$ cat config.mk
export PLATFORM = sky130hd
export DESIGN_NAME = attitude_pid_with_anti_windup_unit_flat
export DESIGN_NICKNAME = d
export VERILOG_FILES = /design/src/design/apid_pkg.sv /design/src/design/apid_in_if.sv /design/src/design/apid_out_if.sv /design/src/design/apid_regs.sv /design/src/design/apid_ctrl.sv /design/src/design/apid_dp.sv /design/src/design/attitude_pid_with_anti_windup_unit.sv /design/src/flat_wrapper.sv
export SDC_FILE = /design/constraint.sdc
export NUM_CORES = 2
export LEC_CHECK = 0
export ABC_CLOCK_PERIOD_IN_PS = 13000
export BUFFER_PORTS_ARGS = -buffer_cell sky130_fd_sc_hd__buf_2
export CORE_AREA = 8 8 317 319
export DETAILED_ROUTE_END_ITERATION = 7
export DIE_AREA = 0 0 325 327
export GPL_TIMING_DRIVEN = 1
export HOLD_SLACK_MARGIN = 0.05
export PLACE_DENSITY_LB_ADDON = 0.15
export REMOVE_ABC_BUFFERS = 1
export SETUP_SLACK_MARGIN = 0.4
export SYNTH_ARGS = -nofsm -noshare
export SYNTH_HDL_FRONTEND = slang
export SYNTH_SLANG_ARGS = --single-unit
export TNS_END_PERCENT = 1
$ cat constraint.sdc
create_clock -name clk -period 13 [get_ports clk]
set_clock_uncertainty 0.05 [all_clocks]
set_input_delay 2.6 -clock clk [delete_from_list [all_inputs] [get_ports clk]]
set_output_delay 2.6 -clock clk [all_outputs]
set_load 0.005 [all_outputs]
$ cat src/design/apid_pkg.sv
// Shared types, constants and gain tables for the attitude PID unit.
`default_nettype none
package apid_pkg;

    localparam int ANG_W   = 16;
    localparam int MOM_W   = 24;
    localparam int FLAG_W  = 2;
    localparam int CFG_W   = 16;
    localparam int ADDR_W  = 5;
    localparam int DATA_W  = 32;
    localparam int INT_W   = 32;
    localparam int ERR_W   = ANG_W + 1;
    localparam int OPA_W   = 33;
    localparam int OPB_W   = 18;
    localparam int PROD_W  = OPA_W + OPB_W;
    localparam int LIMR_W  = 26;

    localparam logic [FLAG_W-1:0] CLAMP_NONE = 2'd0;
    localparam logic [FLAG_W-1:0] CLAMP_UP   = 2'd1;
    localparam logic [FLAG_W-1:0] CLAMP_LO   = 2'd2;

    localparam logic [2:0] REG_INERTIA_ROLL  = 3'd0;
    localparam logic [2:0] REG_INERTIA_PITCH = 3'd1;
    localparam logic [2:0] REG_INERTIA_YAW   = 3'd2;
    localparam logic [2:0] REG_ARM_LR        = 3'd3;
    localparam logic [2:0] REG_ARM_FB        = 3'd4;
    localparam logic [2:0] REG_TORQUE_RATIO  = 3'd5;

    localparam logic [1:0] AXIS_ROLL  = 2'd0;
    localparam logic [1:0] AXIS_PITCH = 2'd1;
    localparam logic [1:0] AXIS_YAW   = 2'd2;

    localparam logic [1:0] MUL_LIM = 2'd0;
    localparam logic [1:0] MUL_KI  = 2'd1;
    localparam logic [1:0] MUL_MOM = 2'd2;

    // Integral gain 0.05 held with 16 fractional bits.
    localparam logic [12:0] KI_Q16 = 13'd3277;
    localparam logic [MOM_W-1:0] LIMIT_MAX = 24'd8388607;

    typedef struct packed {
        logic [2:0][CFG_W-1:0] inertia;
        logic [CFG_W-1:0]      arm_lr;
        logic [CFG_W-1:0]      arm_fb;
        logic [CFG_W-1:0]      torque_ratio;
    } cfg_t;

    typedef struct packed {
        logic [2:0][ANG_W-1:0] cmd;
        logic [2:0][ANG_W-1:0] meas;
        logic [2:0][ANG_W-1:0] rate;
        logic [ANG_W-1:0]      thrust;
    } in_item_t;

    typedef struct packed {
        logic [2:0][MOM_W-1:0]  moment;
        logic [2:0][FLAG_W-1:0] clamp;
    } out_item_t;

    typedef struct packed {
        logic       load_in;
        logic       mul_en;
        logic [1:0] mul_sel;
        logic       lim_wr;
        logic       int_upd;
        logic       u_wr;
        logic       res_wr;
        logic       out_load;
        logic [1:0] axis;
    } cmd_t;

    typedef struct packed {
        logic out_hold;
    } stat_t;

    function automatic logic [4:0] kp_gain(input logic [1:0] axis);
        case (axis)
            AXIS_ROLL:  kp_gain = 5'd15;
            AXIS_PITCH: kp_gain = 5'd15;
            default:    kp_gain = 5'd4;
        endcase
    endfunction

    function automatic logic [4:0] kd_gain(input logic [1:0] axis);
        case (axis)
            AXIS_ROLL:  kd_gain = 5'd10;
            AXIS_PITCH: kd_gain = 5'd10;
            default:    kd_gain = 5'd8;
        endcase
    endfunction

endpackage
`default_nettype wire

$ cat src/design/apid_in_if.sv
// Input channel of the attitude PID unit: one update request per transfer.
`default_nettype none
interface apid_in_if;
    import apid_pkg::*;

    logic                    valid;
    logic                    ready;
    logic signed [ANG_W-1:0] cmd_roll;
    logic signed [ANG_W-1:0] cmd_pitch;
    logic signed [ANG_W-1:0] cmd_yaw;
    logic signed [ANG_W-1:0] meas_roll;
    logic signed [ANG_W-1:0] meas_pitch;
    logic signed [ANG_W-1:0] meas_yaw;
    logic signed [ANG_W-1:0] rate_roll;
    logic signed [ANG_W-1:0] rate_pitch;
    logic signed [ANG_W-1:0] rate_yaw;
    logic        [ANG_W-1:0] thrust;

    modport source (
        output valid, cmd_roll, cmd_pitch, cmd_yaw, meas_roll, meas_pitch, meas_yaw,
               rate_roll, rate_pitch, rate_yaw, thrust,
        input  ready
    );

    modport sink (
        input  valid, cmd_roll, cmd_pitch, cmd_yaw, meas_roll, meas_pitch, meas_yaw,
               rate_roll, rate_pitch, rate_yaw, thrust,
        output ready
    );
endinterface
`default_nettype wire

$ cat src/design/apid_out_if.sv
// Output channel of the attitude PID unit: clamped moments and clamp flags.
`default_nettype none
interface apid_out_if;
    import apid_pkg::*;

    logic                    valid;
    logic                    ready;
    logic signed [MOM_W-1:0] moment_roll;
    logic signed [MOM_W-1:0] moment_pitch;
    logic signed [MOM_W-1:0] moment_yaw;
    logic       [FLAG_W-1:0] clamp_roll;
    logic       [FLAG_W-1:0] clamp_pitch;
    logic       [FLAG_W-1:0] clamp_yaw;

    modport source (
        output valid, moment_roll, moment_pitch, moment_yaw,
               clamp_roll, clamp_pitch, clamp_yaw,
        input  ready
    );

    modport sink (
        input  valid, moment_roll, moment_pitch, moment_yaw,
               clamp_roll, clamp_pitch, clamp_yaw,
        output ready
    );
endinterface
`default_nettype wire

$ cat src/design/apid_regs.sv
// APB-style configuration registers of the attitude PID unit.
`default_nettype none
module apid_regs (
    input  wire logic                            clk,
    input  wire logic                            rst_n,
    input  wire logic                            psel,
    input  wire logic                            penable,
    input  wire logic                            pwrite,
    input  wire logic [apid_pkg::ADDR_W-1:0]     paddr,
    input  wire logic [apid_pkg::DATA_W-1:0]     pwdata,
    output logic      [apid_pkg::DATA_W-1:0]     prdata,
    output logic                                 pready,
    output apid_pkg::cfg_t                       cfg
);
    import apid_pkg::*;

    cfg_t       cfg_reg;
    logic [2:0] index;
    logic       wr_en;

    assign index  = paddr[ADDR_W-1:2];
    assign wr_en  = psel && penable && pwrite;
    assign pready = 1'b1;
    assign cfg    = cfg_reg;

    always_ff @(posedge clk or negedge rst_n)
    begin
        if (!rst_n)
        begin
            cfg_reg.inertia[0]   <= 16'd1887;
            cfg_reg.inertia[1]   <= 16'd3733;
            cfg_reg.inertia[2]   <= 16'd2181;
            cfg_reg.arm_lr       <= 16'd8192;
            cfg_reg.arm_fb       <= 16'd8323;
            cfg_reg.torque_ratio <= 16'd11534;
        end
        else if (wr_en)
        begin
            case (index)
                REG_INERTIA_ROLL:  cfg_reg.inertia[0]   <= pwdata[CFG_W-1:0];
                REG_INERTIA_PITCH: cfg_reg.inertia[1]   <= pwdata[CFG_W-1:0];
                REG_INERTIA_YAW:   cfg_reg.inertia[2]   <= pwdata[CFG_W-1:0];
                REG_ARM_LR:        cfg_reg.arm_lr       <= pwdata[CFG_W-1:0];
                REG_ARM_FB:        cfg_reg.arm_fb       <= pwdata[CFG_W-1:0];
                REG_TORQUE_RATIO:  cfg_reg.torque_ratio <= pwdata[CFG_W-1:0];
                default:           ;
            endcase
        end
    end

    always_comb
    begin
        case (index)
            REG_INERTIA_ROLL:  prdata = {16'd0, cfg_reg.inertia[0]};
            REG_INERTIA_PITCH: prdata = {16'd0, cfg_reg.inertia[1]};
            REG_INERTIA_YAW:   prdata = {16'd0, cfg_reg.inertia[2]};
            REG_ARM_LR:        prdata = {16'd0, cfg_reg.arm_lr};
            REG_ARM_FB:        prdata = {16'd0, cfg_reg.arm_fb};
            REG_TORQUE_RATIO:  prdata = {16'd0, cfg_reg.torque_ratio};
            default:           prdata = '0;
        endcase
    end
endmodule
`default_nettype wire

$ cat src/design/apid_ctrl.sv
// Sequencer of the attitude PID unit: steps limits, then each axis, then the output.
`default_nettype none
module apid_ctrl (
    input  wire logic          clk,
    input  wire logic          rst_n,
    input  wire logic          in_valid,
    output logic               in_ready,
    input  apid_pkg::stat_t    stat,
    output apid_pkg::cmd_t     cmd
);
    import apid_pkg::*;

    localparam logic [3:0] S_IDLE    = 4'd0;
    localparam logic [3:0] S_LIM_MUL = 4'd1;
    localparam logic [3:0] S_LIM_WR  = 4'd2;
    localparam logic [3:0] S_INT     = 4'd3;
    localparam logic [3:0] S_KI_MUL  = 4'd4;
    localparam logic [3:0] S_U_SUM   = 4'd5;
    localparam logic [3:0] S_MOM_MUL = 4'd6;
    localparam logic [3:0] S_CLAMP   = 4'd7;
    localparam logic [3:0] S_OUT     = 4'd8;

    logic [3:0] state_reg, state_next;
    logic [1:0] axis_reg, axis_next;

    assign in_ready = (state_reg == S_IDLE);

    always_ff @(posedge clk or negedge rst_n)
    begin
        if (!rst_n)
        begin
            state_reg <= S_IDLE;
            axis_reg  <= AXIS_ROLL;
        end
        else
        begin
            state_reg <= state_next;
            axis_reg  <= axis_next;
        end
    end

    always_comb
    begin
        state_next   = state_reg;
        axis_next    = axis_reg;
        cmd          = '0;
        cmd.axis     = axis_reg;
        case (state_reg)
            S_IDLE:
            begin
                cmd.load_in = in_valid;
                axis_next   = AXIS_ROLL;
                if (in_valid)
                begin
                    state_next = S_LIM_MUL;
                end
            end
            S_LIM_MUL:
            begin
                cmd.mul_en  = 1'b1;
                cmd.mul_sel = MUL_LIM;
                state_next  = S_LIM_WR;
            end
            S_LIM_WR:
            begin
                cmd.lim_wr = 1'b1;
                if (axis_reg == AXIS_YAW)
                begin
                    axis_next  = AXIS_ROLL;
                    state_next = S_INT;
                end
                else
                begin
                    axis_next  = axis_reg + 2'd1;
                    state_next = S_LIM_MUL;
                end
            end
            S_INT:
            begin
                cmd.int_upd = 1'b1;
                state_next  = S_KI_MUL;
            end
            S_KI_MUL:
            begin
                cmd.mul_en  = 1'b1;
                cmd.mul_sel = MUL_KI;
                state_next  = S_U_SUM;
            end
            S_U_SUM:
            begin
                cmd.u_wr   = 1'b1;
                state_next = S_MOM_MUL;
            end
            S_MOM_MUL:
            begin
                cmd.mul_en  = 1'b1;
                cmd.mul_sel = MUL_MOM;
                state_next  = S_CLAMP;
            end
            S_CLAMP:
            begin
                cmd.res_wr = 1'b1;
                if (axis_reg == AXIS_YAW)
                begin
                    axis_next  = AXIS_ROLL;
                    state_next = S_OUT;
                end
                else
                begin
                    axis_next  = axis_reg + 2'd1;
                    state_next = S_INT;
                end
            end
            S_OUT:
            begin
                // Wait here only while the previous result is still not taken.
                if (!stat.out_hold)
                begin
                    cmd.out_load = 1'b1;
                    state_next   = S_IDLE;
                end
            end
            default:
            begin
                state_next = S_IDLE;
            end
        endcase
    end
endmodule
`default_nettype wire

$ cat src/design/apid_dp.sv
// Datapath of the attitude PID unit: shared multiplier, integrators, limits, output register.
`default_nettype none
module apid_dp (
    input  wire logic          clk,
    input  wire logic          rst_n,
    input  apid_pkg::cfg_t     cfg,
    input  apid_pkg::in_item_t in_item,
    input  apid_pkg::cmd_t     cmd,
    output apid_pkg::stat_t    stat,
    output logic               out_valid,
    input  wire logic          out_ready,
    output apid_pkg::out_item_t out_item
);
    import apid_pkg::*;

    in_item_t                in_reg;
    logic signed [INT_W-1:0] integ_reg [3];
    logic [FLAG_W-1:0]       flag_reg [3];
    logic [MOM_W-1:0]        lim_reg [3];
    logic signed [PROD_W-1:0] prod_reg;
    logic signed [OPA_W-1:0] u_reg;
    out_item_t               res_reg;
    out_item_t               out_reg;
    logic                    out_valid_reg;

    logic [1:0]              ax;
    logic signed [ERR_W-1:0] err;
    logic signed [ANG_W-1:0] rate;
    logic [FLAG_W-1:0]       flag_old;
    logic                    int_add;
    logic signed [INT_W:0]   int_sum;
    logic signed [INT_W-1:0] int_sat;
    logic signed [OPA_W-1:0] op_a;
    logic signed [OPB_W-1:0] op_b;
    logic [CFG_W-1:0]        lim_coef;
    logic [31:0]             prod_u;
    logic [33:0]             prod_x3;
    logic [LIMR_W-1:0]       lim_raw;
    logic [MOM_W-1:0]        lim_cap;
    logic signed [22:0]      kp_term;
    logic signed [21:0]      kd_term;
    logic signed [PROD_W-1:0] ki_full;
    logic signed [OPA_W-1:0] u_sum;
    logic signed [PROD_W-1:0] mom_full;
    logic signed [PROD_W-1:0] lim_pos;
    logic [MOM_W-1:0]        mom_sel;
    logic [FLAG_W-1:0]       flag_new;

    assign ax       = cmd.axis;
    assign err      = $signed({in_reg.cmd[ax][ANG_W-1], in_reg.cmd[ax]})
                    - $signed({in_reg.meas[ax][ANG_W-1], in_reg.meas[ax]});
    assign rate     = $signed(in_reg.rate[ax]);
    assign flag_old = flag_reg[ax];

    // Conditional integration: hold the integrator while the axis is pushed
    // further into the limit it hit last time.
    assign int_add = (flag_old == CLAMP_NONE)
                  || ((flag_old == CLAMP_UP) && err[ERR_W-1])
                  || ((flag_old == CLAMP_LO) && !err[ERR_W-1] && (err != '0));
    assign int_sum = {integ_reg[ax][INT_W-1], integ_reg[ax]}
                   + {{(INT_W+1-ERR_W){err[ERR_W-1]}}, err};

    always_comb
    begin
        if (int_sum[INT_W] != int_sum[INT_W-1])
        begin
            int_sat = int_sum[INT_W] ? {1'b1, {(INT_W-1){1'b0}}}
                                     : {1'b0, {(INT_W-1){1'b1}}};
        end
        else
        begin
            int_sat = int_sum[INT_W-1:0];
        end
    end

    always_comb
    begin
        case (ax)
            AXIS_ROLL:  lim_coef = cfg.arm_lr;
            AXIS_PITCH: lim_coef = cfg.arm_fb;
            default:    lim_coef = cfg.torque_ratio;
        endcase
    end

    always_comb
    begin
        case (cmd.mul_sel)
            MUL_LIM:
            begin
                op_a = $signed({17'd0, in_reg.thrust});
                op_b = $signed({2'd0, lim_coef});
            end
            MUL_KI:
            begin
                op_a = $signed({integ_reg[ax][INT_W-1], integ_reg[ax]});
                op_b = $signed({5'd0, KI_Q16});
            end
            default:
            begin
                op_a = u_reg;
                op_b = $signed({2'd0, cfg.inertia[ax]});
            end
        endcase
    end

    // Thrust limits: roll and pitch are 3/256 of thrust times arm, yaw 1/2048 of
    // thrust times torque ratio, all capped at the largest 24-bit moment.
    assign prod_u  = prod_reg[31:0];
    assign prod_x3 = {2'd0, prod_u} + {1'b0, prod_u, 1'b0};
    assign lim_raw = (ax == AXIS_YAW) ? {5'd0, prod_u[31:11]} : prod_x3[33:8];
    assign lim_cap = (lim_raw > {2'd0, LIMIT_MAX}) ? LIMIT_MAX : lim_raw[MOM_W-1:0];

    assign kp_term = 23'(err) * 23'($signed({1'b0, kp_gain(ax)}));
    assign kd_term = 22'(rate) * 22'($signed({1'b0, kd_gain(ax)}));
    assign ki_full = (prod_reg + 51'sd32768) >>> 16;
    assign u_sum   = $signed({{(OPA_W-23){kp_term[22]}}, kp_term})
                   - $signed({{(OPA_W-24){kd_term[21]}}, kd_term, 2'b00})
                   + $signed(ki_full[OPA_W-1:0]);

    assign mom_full = (prod_reg + 51'sd2048) >>> 12;
    assign lim_pos  = $signed({{(PROD_W-MOM_W){1'b0}}, lim_reg[ax]});

    always_comb
    begin
        if (mom_full > lim_pos)
        begin
            mom_sel  = lim_reg[ax];
            flag_new = CLAMP_UP;
        end
        else if (mom_full < -lim_pos)
        begin
            mom_sel  = -lim_reg[ax];
            flag_new = CLAMP_LO;
        end
        else
        begin
            mom_sel  = mom_full[MOM_W-1:0];
            flag_new = CLAMP_NONE;
        end
    end

    always_ff @(posedge clk or negedge rst_n)
    begin
        if (!rst_n)
        begin
            for (int i = 0; i < 3; i++)
            begin
                integ_reg[i] <= '0;
                flag_reg[i]  <= CLAMP_NONE;
            end
            out_valid_reg <= 1'b0;
        end
        else
        begin
            if (cmd.int_upd && int_add)
            begin
                integ_reg[ax] <= int_sat;
            end
            if (cmd.res_wr)
            begin
                flag_reg[ax] <= flag_new;
            end
            if (cmd.out_load)
            begin
                out_valid_reg <= 1'b1;
            end
            else if (out_ready)
            begin
                out_valid_reg <= 1'b0;
            end
        end
    end

    always_ff @(posedge clk)
    begin
        if (cmd.load_in)
        begin
            in_reg <= in_item;
        end
        if (cmd.mul_en)
        begin
            prod_reg <= PROD_W'(op_a) * PROD_W'(op_b);
        end
        if (cmd.lim_wr)
        begin
            lim_reg[ax] <= lim_cap;
        end
        if (cmd.u_wr)
        begin
            u_reg <= u_sum;
        end
        if (cmd.res_wr)
        begin
            res_reg.moment[ax] <= mom_sel;
            res_reg.clamp[ax]  <= flag_new;
        end
        if (cmd.out_load)
        begin
            out_reg <= res_reg;
        end
    end

    assign stat.out_hold = out_valid_reg && !out_ready;
    assign out_valid     = out_valid_reg;
    assign out_item      = out_reg;
endmodule
`default_nettype wire

$ cat src/design/attitude_pid_with_anti_windup_unit.sv
// Top level of the three-axis attitude PID unit with conditional anti-windup.
//
// Each input transfer is one controller update for roll, pitch and yaw; it gives
// exactly one output transfer with the clamped moments (Q3.20) and fresh clamp
// flags. An update steps from input transfer to the next input ready through an
// accept step, a multiply and a write for each of the three thrust limits, then
// per axis integrate, integral gain product, PID sum, inertia product and clamp,
// and a load of the output register. This sequence is set by the single shared
// 33x18 multiplier and its product register, which every product of the update
// passes through in turn. A finished result waits in the output register while
// the next update is accepted; the unit holds in its last step only if the
// previous result is still not taken. Configuration registers sit on the
// APB-style port at byte address 4*index and must be written only while the
// unit is idle.
`default_nettype none
module attitude_pid_with_anti_windup_unit (
    input  wire logic                        clk,
    input  wire logic                        rst_n,
    apid_in_if.sink                          in_ch,
    apid_out_if.source                       out_ch,
    input  wire logic                        psel,
    input  wire logic                        penable,
    input  wire logic                        pwrite,
    input  wire logic [apid_pkg::ADDR_W-1:0] paddr,
    input  wire logic [apid_pkg::DATA_W-1:0] pwdata,
    output logic      [apid_pkg::DATA_W-1:0] prdata,
    output logic                             pready
);
    import apid_pkg::*;

    cfg_t      cfg;
    cmd_t      cmd;
    stat_t     stat;
    in_item_t  in_item;
    out_item_t out_item;
    logic      in_ready;
    logic      out_valid;

    assign in_item.cmd[0]  = in_ch.cmd_roll;
    assign in_item.cmd[1]  = in_ch.cmd_pitch;
    assign in_item.cmd[2]  = in_ch.cmd_yaw;
    assign in_item.meas[0] = in_ch.meas_roll;
    assign in_item.meas[1] = in_ch.meas_pitch;
    assign in_item.meas[2] = in_ch.meas_yaw;
    assign in_item.rate[0] = in_ch.rate_roll;
    assign in_item.rate[1] = in_ch.rate_pitch;
    assign in_item.rate[2] = in_ch.rate_yaw;
    assign in_item.thrust  = in_ch.thrust;
    assign in_ch.ready     = in_ready;

    assign out_ch.valid        = out_valid;
    assign out_ch.moment_roll  = out_item.moment[0];
    assign out_ch.moment_pitch = out_item.moment[1];
    assign out_ch.moment_yaw   = out_item.moment[2];
    assign out_ch.clamp_roll   = out_item.clamp[0];
    assign out_ch.clamp_pitch  = out_item.clamp[1];
    assign out_ch.clamp_yaw    = out_item.clamp[2];

    apid_regs u_regs (
        .clk     (clk),
        .rst_n   (rst_n),
        .psel    (psel),
        .penable (penable),
        .pwrite  (pwrite),
        .paddr   (paddr),
        .pwdata  (pwdata),
        .prdata  (prdata),
        .pready  (pready),
        .cfg     (cfg)
    );

    apid_ctrl u_ctrl (
        .clk      (clk),
        .rst_n    (rst_n),
        .in_valid (in_ch.valid),
        .in_ready (in_ready),
        .stat     (stat),
        .cmd      (cmd)
    );

    apid_dp u_dp (
        .clk       (clk),
        .rst_n     (rst_n),
        .cfg       (cfg),
        .in_item   (in_item),
        .cmd       (cmd),
        .stat      (stat),
        .out_valid (out_valid),
        .out_ready (out_ch.ready),
        .out_item  (out_item)
    );
endmodule
`default_nettype wire

$ cat src/flat_wrapper.sv
// flat-port wrapper written by rule: the top's interface ports become plain ports
module attitude_pid_with_anti_windup_unit_flat import apid_pkg::*;
  (clk, rst_n, psel, penable, pwrite, paddr, pwdata, prdata, pready, in_ch_valid, in_ch_cmd_roll, in_ch_cmd_pitch, in_ch_cmd_yaw, in_ch_meas_roll, in_ch_meas_pitch, in_ch_meas_yaw, in_ch_rate_roll, in_ch_rate_pitch, in_ch_rate_yaw, in_ch_thrust, in_ch_ready, out_ch_valid, out_ch_moment_roll, out_ch_moment_pitch, out_ch_moment_yaw, out_ch_clamp_roll, out_ch_clamp_pitch, out_ch_clamp_yaw, out_ch_ready);
  apid_in_if in_ch_i ();
  apid_out_if out_ch_i ();
  input  wire logic clk;
  input  wire logic rst_n;
  input  wire logic psel;
  input  wire logic penable;
  input  wire logic pwrite;
  input  wire logic [apid_pkg::ADDR_W-1:0] paddr;
  input  wire logic [apid_pkg::DATA_W-1:0] pwdata;
  output logic      [apid_pkg::DATA_W-1:0] prdata;
  output logic pready;
  input wire logic [$bits(in_ch_i.valid)-1:0] in_ch_valid;
  input wire logic [$bits(in_ch_i.cmd_roll)-1:0] in_ch_cmd_roll;
  input wire logic [$bits(in_ch_i.cmd_pitch)-1:0] in_ch_cmd_pitch;
  input wire logic [$bits(in_ch_i.cmd_yaw)-1:0] in_ch_cmd_yaw;
  input wire logic [$bits(in_ch_i.meas_roll)-1:0] in_ch_meas_roll;
  input wire logic [$bits(in_ch_i.meas_pitch)-1:0] in_ch_meas_pitch;
  input wire logic [$bits(in_ch_i.meas_yaw)-1:0] in_ch_meas_yaw;
  input wire logic [$bits(in_ch_i.rate_roll)-1:0] in_ch_rate_roll;
  input wire logic [$bits(in_ch_i.rate_pitch)-1:0] in_ch_rate_pitch;
  input wire logic [$bits(in_ch_i.rate_yaw)-1:0] in_ch_rate_yaw;
  input wire logic [$bits(in_ch_i.thrust)-1:0] in_ch_thrust;
  output wire logic [$bits(in_ch_i.ready)-1:0] in_ch_ready;
  output wire logic [$bits(out_ch_i.valid)-1:0] out_ch_valid;
  output wire logic [$bits(out_ch_i.moment_roll)-1:0] out_ch_moment_roll;
  output wire logic [$bits(out_ch_i.moment_pitch)-1:0] out_ch_moment_pitch;
  output wire logic [$bits(out_ch_i.moment_yaw)-1:0] out_ch_moment_yaw;
  output wire logic [$bits(out_ch_i.clamp_roll)-1:0] out_ch_clamp_roll;
  output wire logic [$bits(out_ch_i.clamp_pitch)-1:0] out_ch_clamp_pitch;
  output wire logic [$bits(out_ch_i.clamp_yaw)-1:0] out_ch_clamp_yaw;
  input wire logic [$bits(out_ch_i.ready)-1:0] out_ch_ready;
  assign in_ch_i.valid = in_ch_valid;
  assign in_ch_i.cmd_roll = in_ch_cmd_roll;
  assign in_ch_i.cmd_pitch = in_ch_cmd_pitch;
  assign in_ch_i.cmd_yaw = in_ch_cmd_yaw;
  assign in_ch_i.meas_roll = in_ch_meas_roll;
  assign in_ch_i.meas_pitch = in_ch_meas_pitch;
  assign in_ch_i.meas_yaw = in_ch_meas_yaw;
  assign in_ch_i.rate_roll = in_ch_rate_roll;
  assign in_ch_i.rate_pitch = in_ch_rate_pitch;
  assign in_ch_i.rate_yaw = in_ch_rate_yaw;
  assign in_ch_i.thrust = in_ch_thrust;
  assign in_ch_ready = in_ch_i.ready;
  assign out_ch_valid = out_ch_i.valid;
  assign out_ch_moment_roll = out_ch_i.moment_roll;
  assign out_ch_moment_pitch = out_ch_i.moment_pitch;
  assign out_ch_moment_yaw = out_ch_i.moment_yaw;
  assign out_ch_clamp_roll = out_ch_i.clamp_roll;
  assign out_ch_clamp_pitch = out_ch_i.clamp_pitch;
  assign out_ch_clamp_yaw = out_ch_i.clamp_yaw;
  assign out_ch_i.ready = out_ch_ready;
  attitude_pid_with_anti_windup_unit u_core (.clk(clk), .rst_n(rst_n), .in_ch(in_ch_i), .out_ch(out_ch_i), .psel(psel), .penable(penable), .pwrite(pwrite), .paddr(paddr), .pwdata(pwdata), .prdata(prdata), .pready(pready));
endmodule
==> flow_summary.yaml <==
outcome:
  status: "completed"
clock_network:
  tritoncts: "built"
  cts_sinks: 676
  root_buffer: "clkbuf_16"
  clk_latency_ps: 640
  h-tree-depth: 3
  numCtsBuffers: 74
  clockBufferDepth: 3
  cts.repair.resized: 0
  clkTransAtPathRegs_ps: 60
  post_cts.repair.setup_buffers: 0
  ctsHoldBuffers: 0
yosys:
  yosysMostFrequentCell: "inv_1"
  yosys.area.top_type: "edfxtp_1"
  synth_edf_count: 471
  yosys.area_share.adder_pct: 29.1
  ys.flop_type: "edfxtp_1"
  ys_top_cells_by_area: "edfxtp_1 25%, fa_1 21%, ha_1 8.3%"
  synth_common_cells: "770 x inv_1, 591 x fa_1, 554 x nand2_1"
  yosysTopAreaCellShare_pct: 24.9
  ys_seq_area_share_pct: 34.0
  yosys.area_share.simple_pct: 10.4
  syn-cell-area_um2: 56800
  yosys_warnings: 0
  syn_area_per_cell_um2: 10.4
  syn_inst: 5459
  ys_types: 89
  synthMuxAreaShare_pct: 5.90
  synth_xor_area_share_pct: 3.78
  synth-async-reset-ratio_pct: 30.3
  ys_ff_latch: 676
  synth-compound-area-share_pct: 10.1
  synth_top_family_by_area: "adder cells"
global_routing:
  grt_pass1_vias: 43200
  grt_pass1_wl_mm: 248
  antenna_found_initial: 18
  overflow: 0
  grt.total_usage_pct: 29.7
  grt_max_degree: 90
finish:
  instances_no_fill: 7032
  largest_register_ffs: 160
  areaGrowthSynthToFinish_pct: 9.66
  drive_above_1_share_pct: 12.0
  finish.utilization_pct: 65.1
  fill_cells: 7686
  fin_nets: 6856
critical_path:
  crit_arrival_ps: 11430
  start_kind: "register"
  critPathKind: "register to register"
  regToRegSetupSlack_ps: 1880
  end_kind: "register"
  cp_data_required_time_ps: 13310
  cp_max_fo: 44
floorplanning:
  initial_utilization_pct: 59.4
  io_pins: 317
  die_w_um: 325
  num_rows: 114
  die_area_um2: 106000
  core_region_area_um2: 95700
  die_height_um: 327
route:
  wl_per_cell_um: 22.5
  ant_nets: 0
  drcViolationCount: 0
  wl_mm: 158
  avgViaCountPerCell: 5.92
  vias: 41700
  first_pass_iters: 6
  drt_iter0_markers: 3839
timing:
  timing.hold.ws_ps: 366
  hold_viol_final: 0
  period_share_pct: 85.5
  rsz0062_at_grt: "false"
  worst_pin_slew_ps: 1260
  slew_violations: 0
  finalWorstSetupSlack_ps: 1880
  setup_viol: 0
  min_period_ps: 11120
  fmax_mhz: 89.9
  relSlewSlack_pct: 13.8
min_path:
  hp-class: "register to register"
job:
  max_cap_viol_count: 0
place:
  hpwl_mm: 120
  portBuffers: 281
  place_ws_ps: 2120
  dp_cells: 6885
  gp_congestion: 0.966
==> cells in the final DEF, fill, tap and decap left out, drive strengths merged, types with 39 or more instances in the layout <==
cell	netlist	final
nand2	554	554
mux2i	182	182
a21o	107	107
xnor2	155	155
nor3	42	42
nor2	450	450
dfrtp	173	173
mux2	136	136
ha	376	376
clkbuf	166	93
o21ai	203	203
nand3	62	62
fa	591	591
nand2b	39	39
nand4	39	39
xor2	90	90
inv	771	778
a22oi	67	67
a21oi	267	267
buf	55	352
edfxtp	471	471
==> per-stage QoR <==
step | area [µm²] | TNS, ps
2_1_floorplan | 56000 | -347870
3_3_place_gp | 59800 | 0
3_5_place_dp | 59800 | 0
4_1_cts | 62300 | 0
5_1_grt | 62300 | 0
6_report | 62300 | 0
==> per-layer routing <==
layer / vias to the layer above / share of wire [%] / routed length (µm) / track usage, %
li1: 18700 / - / - / -
met1: 20800 / 41 / 64200 / 39.9
met2: 1833 / 46 / 72700 / 47.5
met3: 359 / 9.8 / 15400 / 6.93
met4: 8 / 3.7 / 5880 / 11.0
met5: - / 0.031 / 49 / 0
==> critical path: stages (launching register included) <==
cell and delay [ps]:
dfrtp_4 810, nor2b_4 1030, buf_4 490, a21oi_1 140, o22ai_2 830, buf_4 440
nand2_1 110, fa_1 530, inv_1 60, fa_1 530, fa_1 440, fa_1 510
fa_1 550, inv_1 60, fa_1 550, inv_1 50, ha_1 330, and4_1 240
and2_1 160, o211ai_1 210, a2111oi_0 1150, o221ai_1 450, a21oi_1 420, a22oi_1 150
nor2b_1 180, a21oi_1 160, xor2_1 90
==> logic make-up (layout without fill, tap and decap cells) <==
family          count (synthesis)  count (layout)
simple gates                 1357            1357
buf+inv                       992            1260
fa+ha+maj                     967             967
compound gates                902             902
flops                         676             676
mux                           318             318
xor+xnor                      245             245
other cells                     2              31
==> final cells by class <==
type / instances / area, µm² / area share [%]
multi-input combinational: 3809 / 34000 / 54.5
sequential: 676 / 19300 / 31.0
inverter: 771 / 2890 / 4.64
clock buffer: 92 / 2020 / 3.25
timing repair buffer: 353 / 1980 / 3.18
tap: 1276 / 1600 / 2.56
clock inverter: 44 / 498 / 0.799
antenna: 11 / 27.5 / 0.0442
==> worst paths after layout <==
check,startpoint,depth (start not counted),endpoint
worst max-delay path,u_core.u_ctrl.axis_reg[0],26,u_core.u_dp.prod_reg[48]
worst min-delay path,u_core.u_dp.res_reg[40],0,u_core.u_dp.out_item[40]
worst max register to register,u_core.u_ctrl.axis_reg[0],26,u_core.u_dp.prod_reg[48]
worst min register to register,u_core.u_dp.res_reg[40],0,u_core.u_dp.out_item[40]
max in group asynchronous,rst_n,3,u_core.u_dp.integ_reg[58]
min in group asynchronous,rst_n,1,u_core.u_regs.cfg[21]
Power is not shown: default switching activity piles up to over one toggle a cycle in this logic, so the estimate is an artifact.
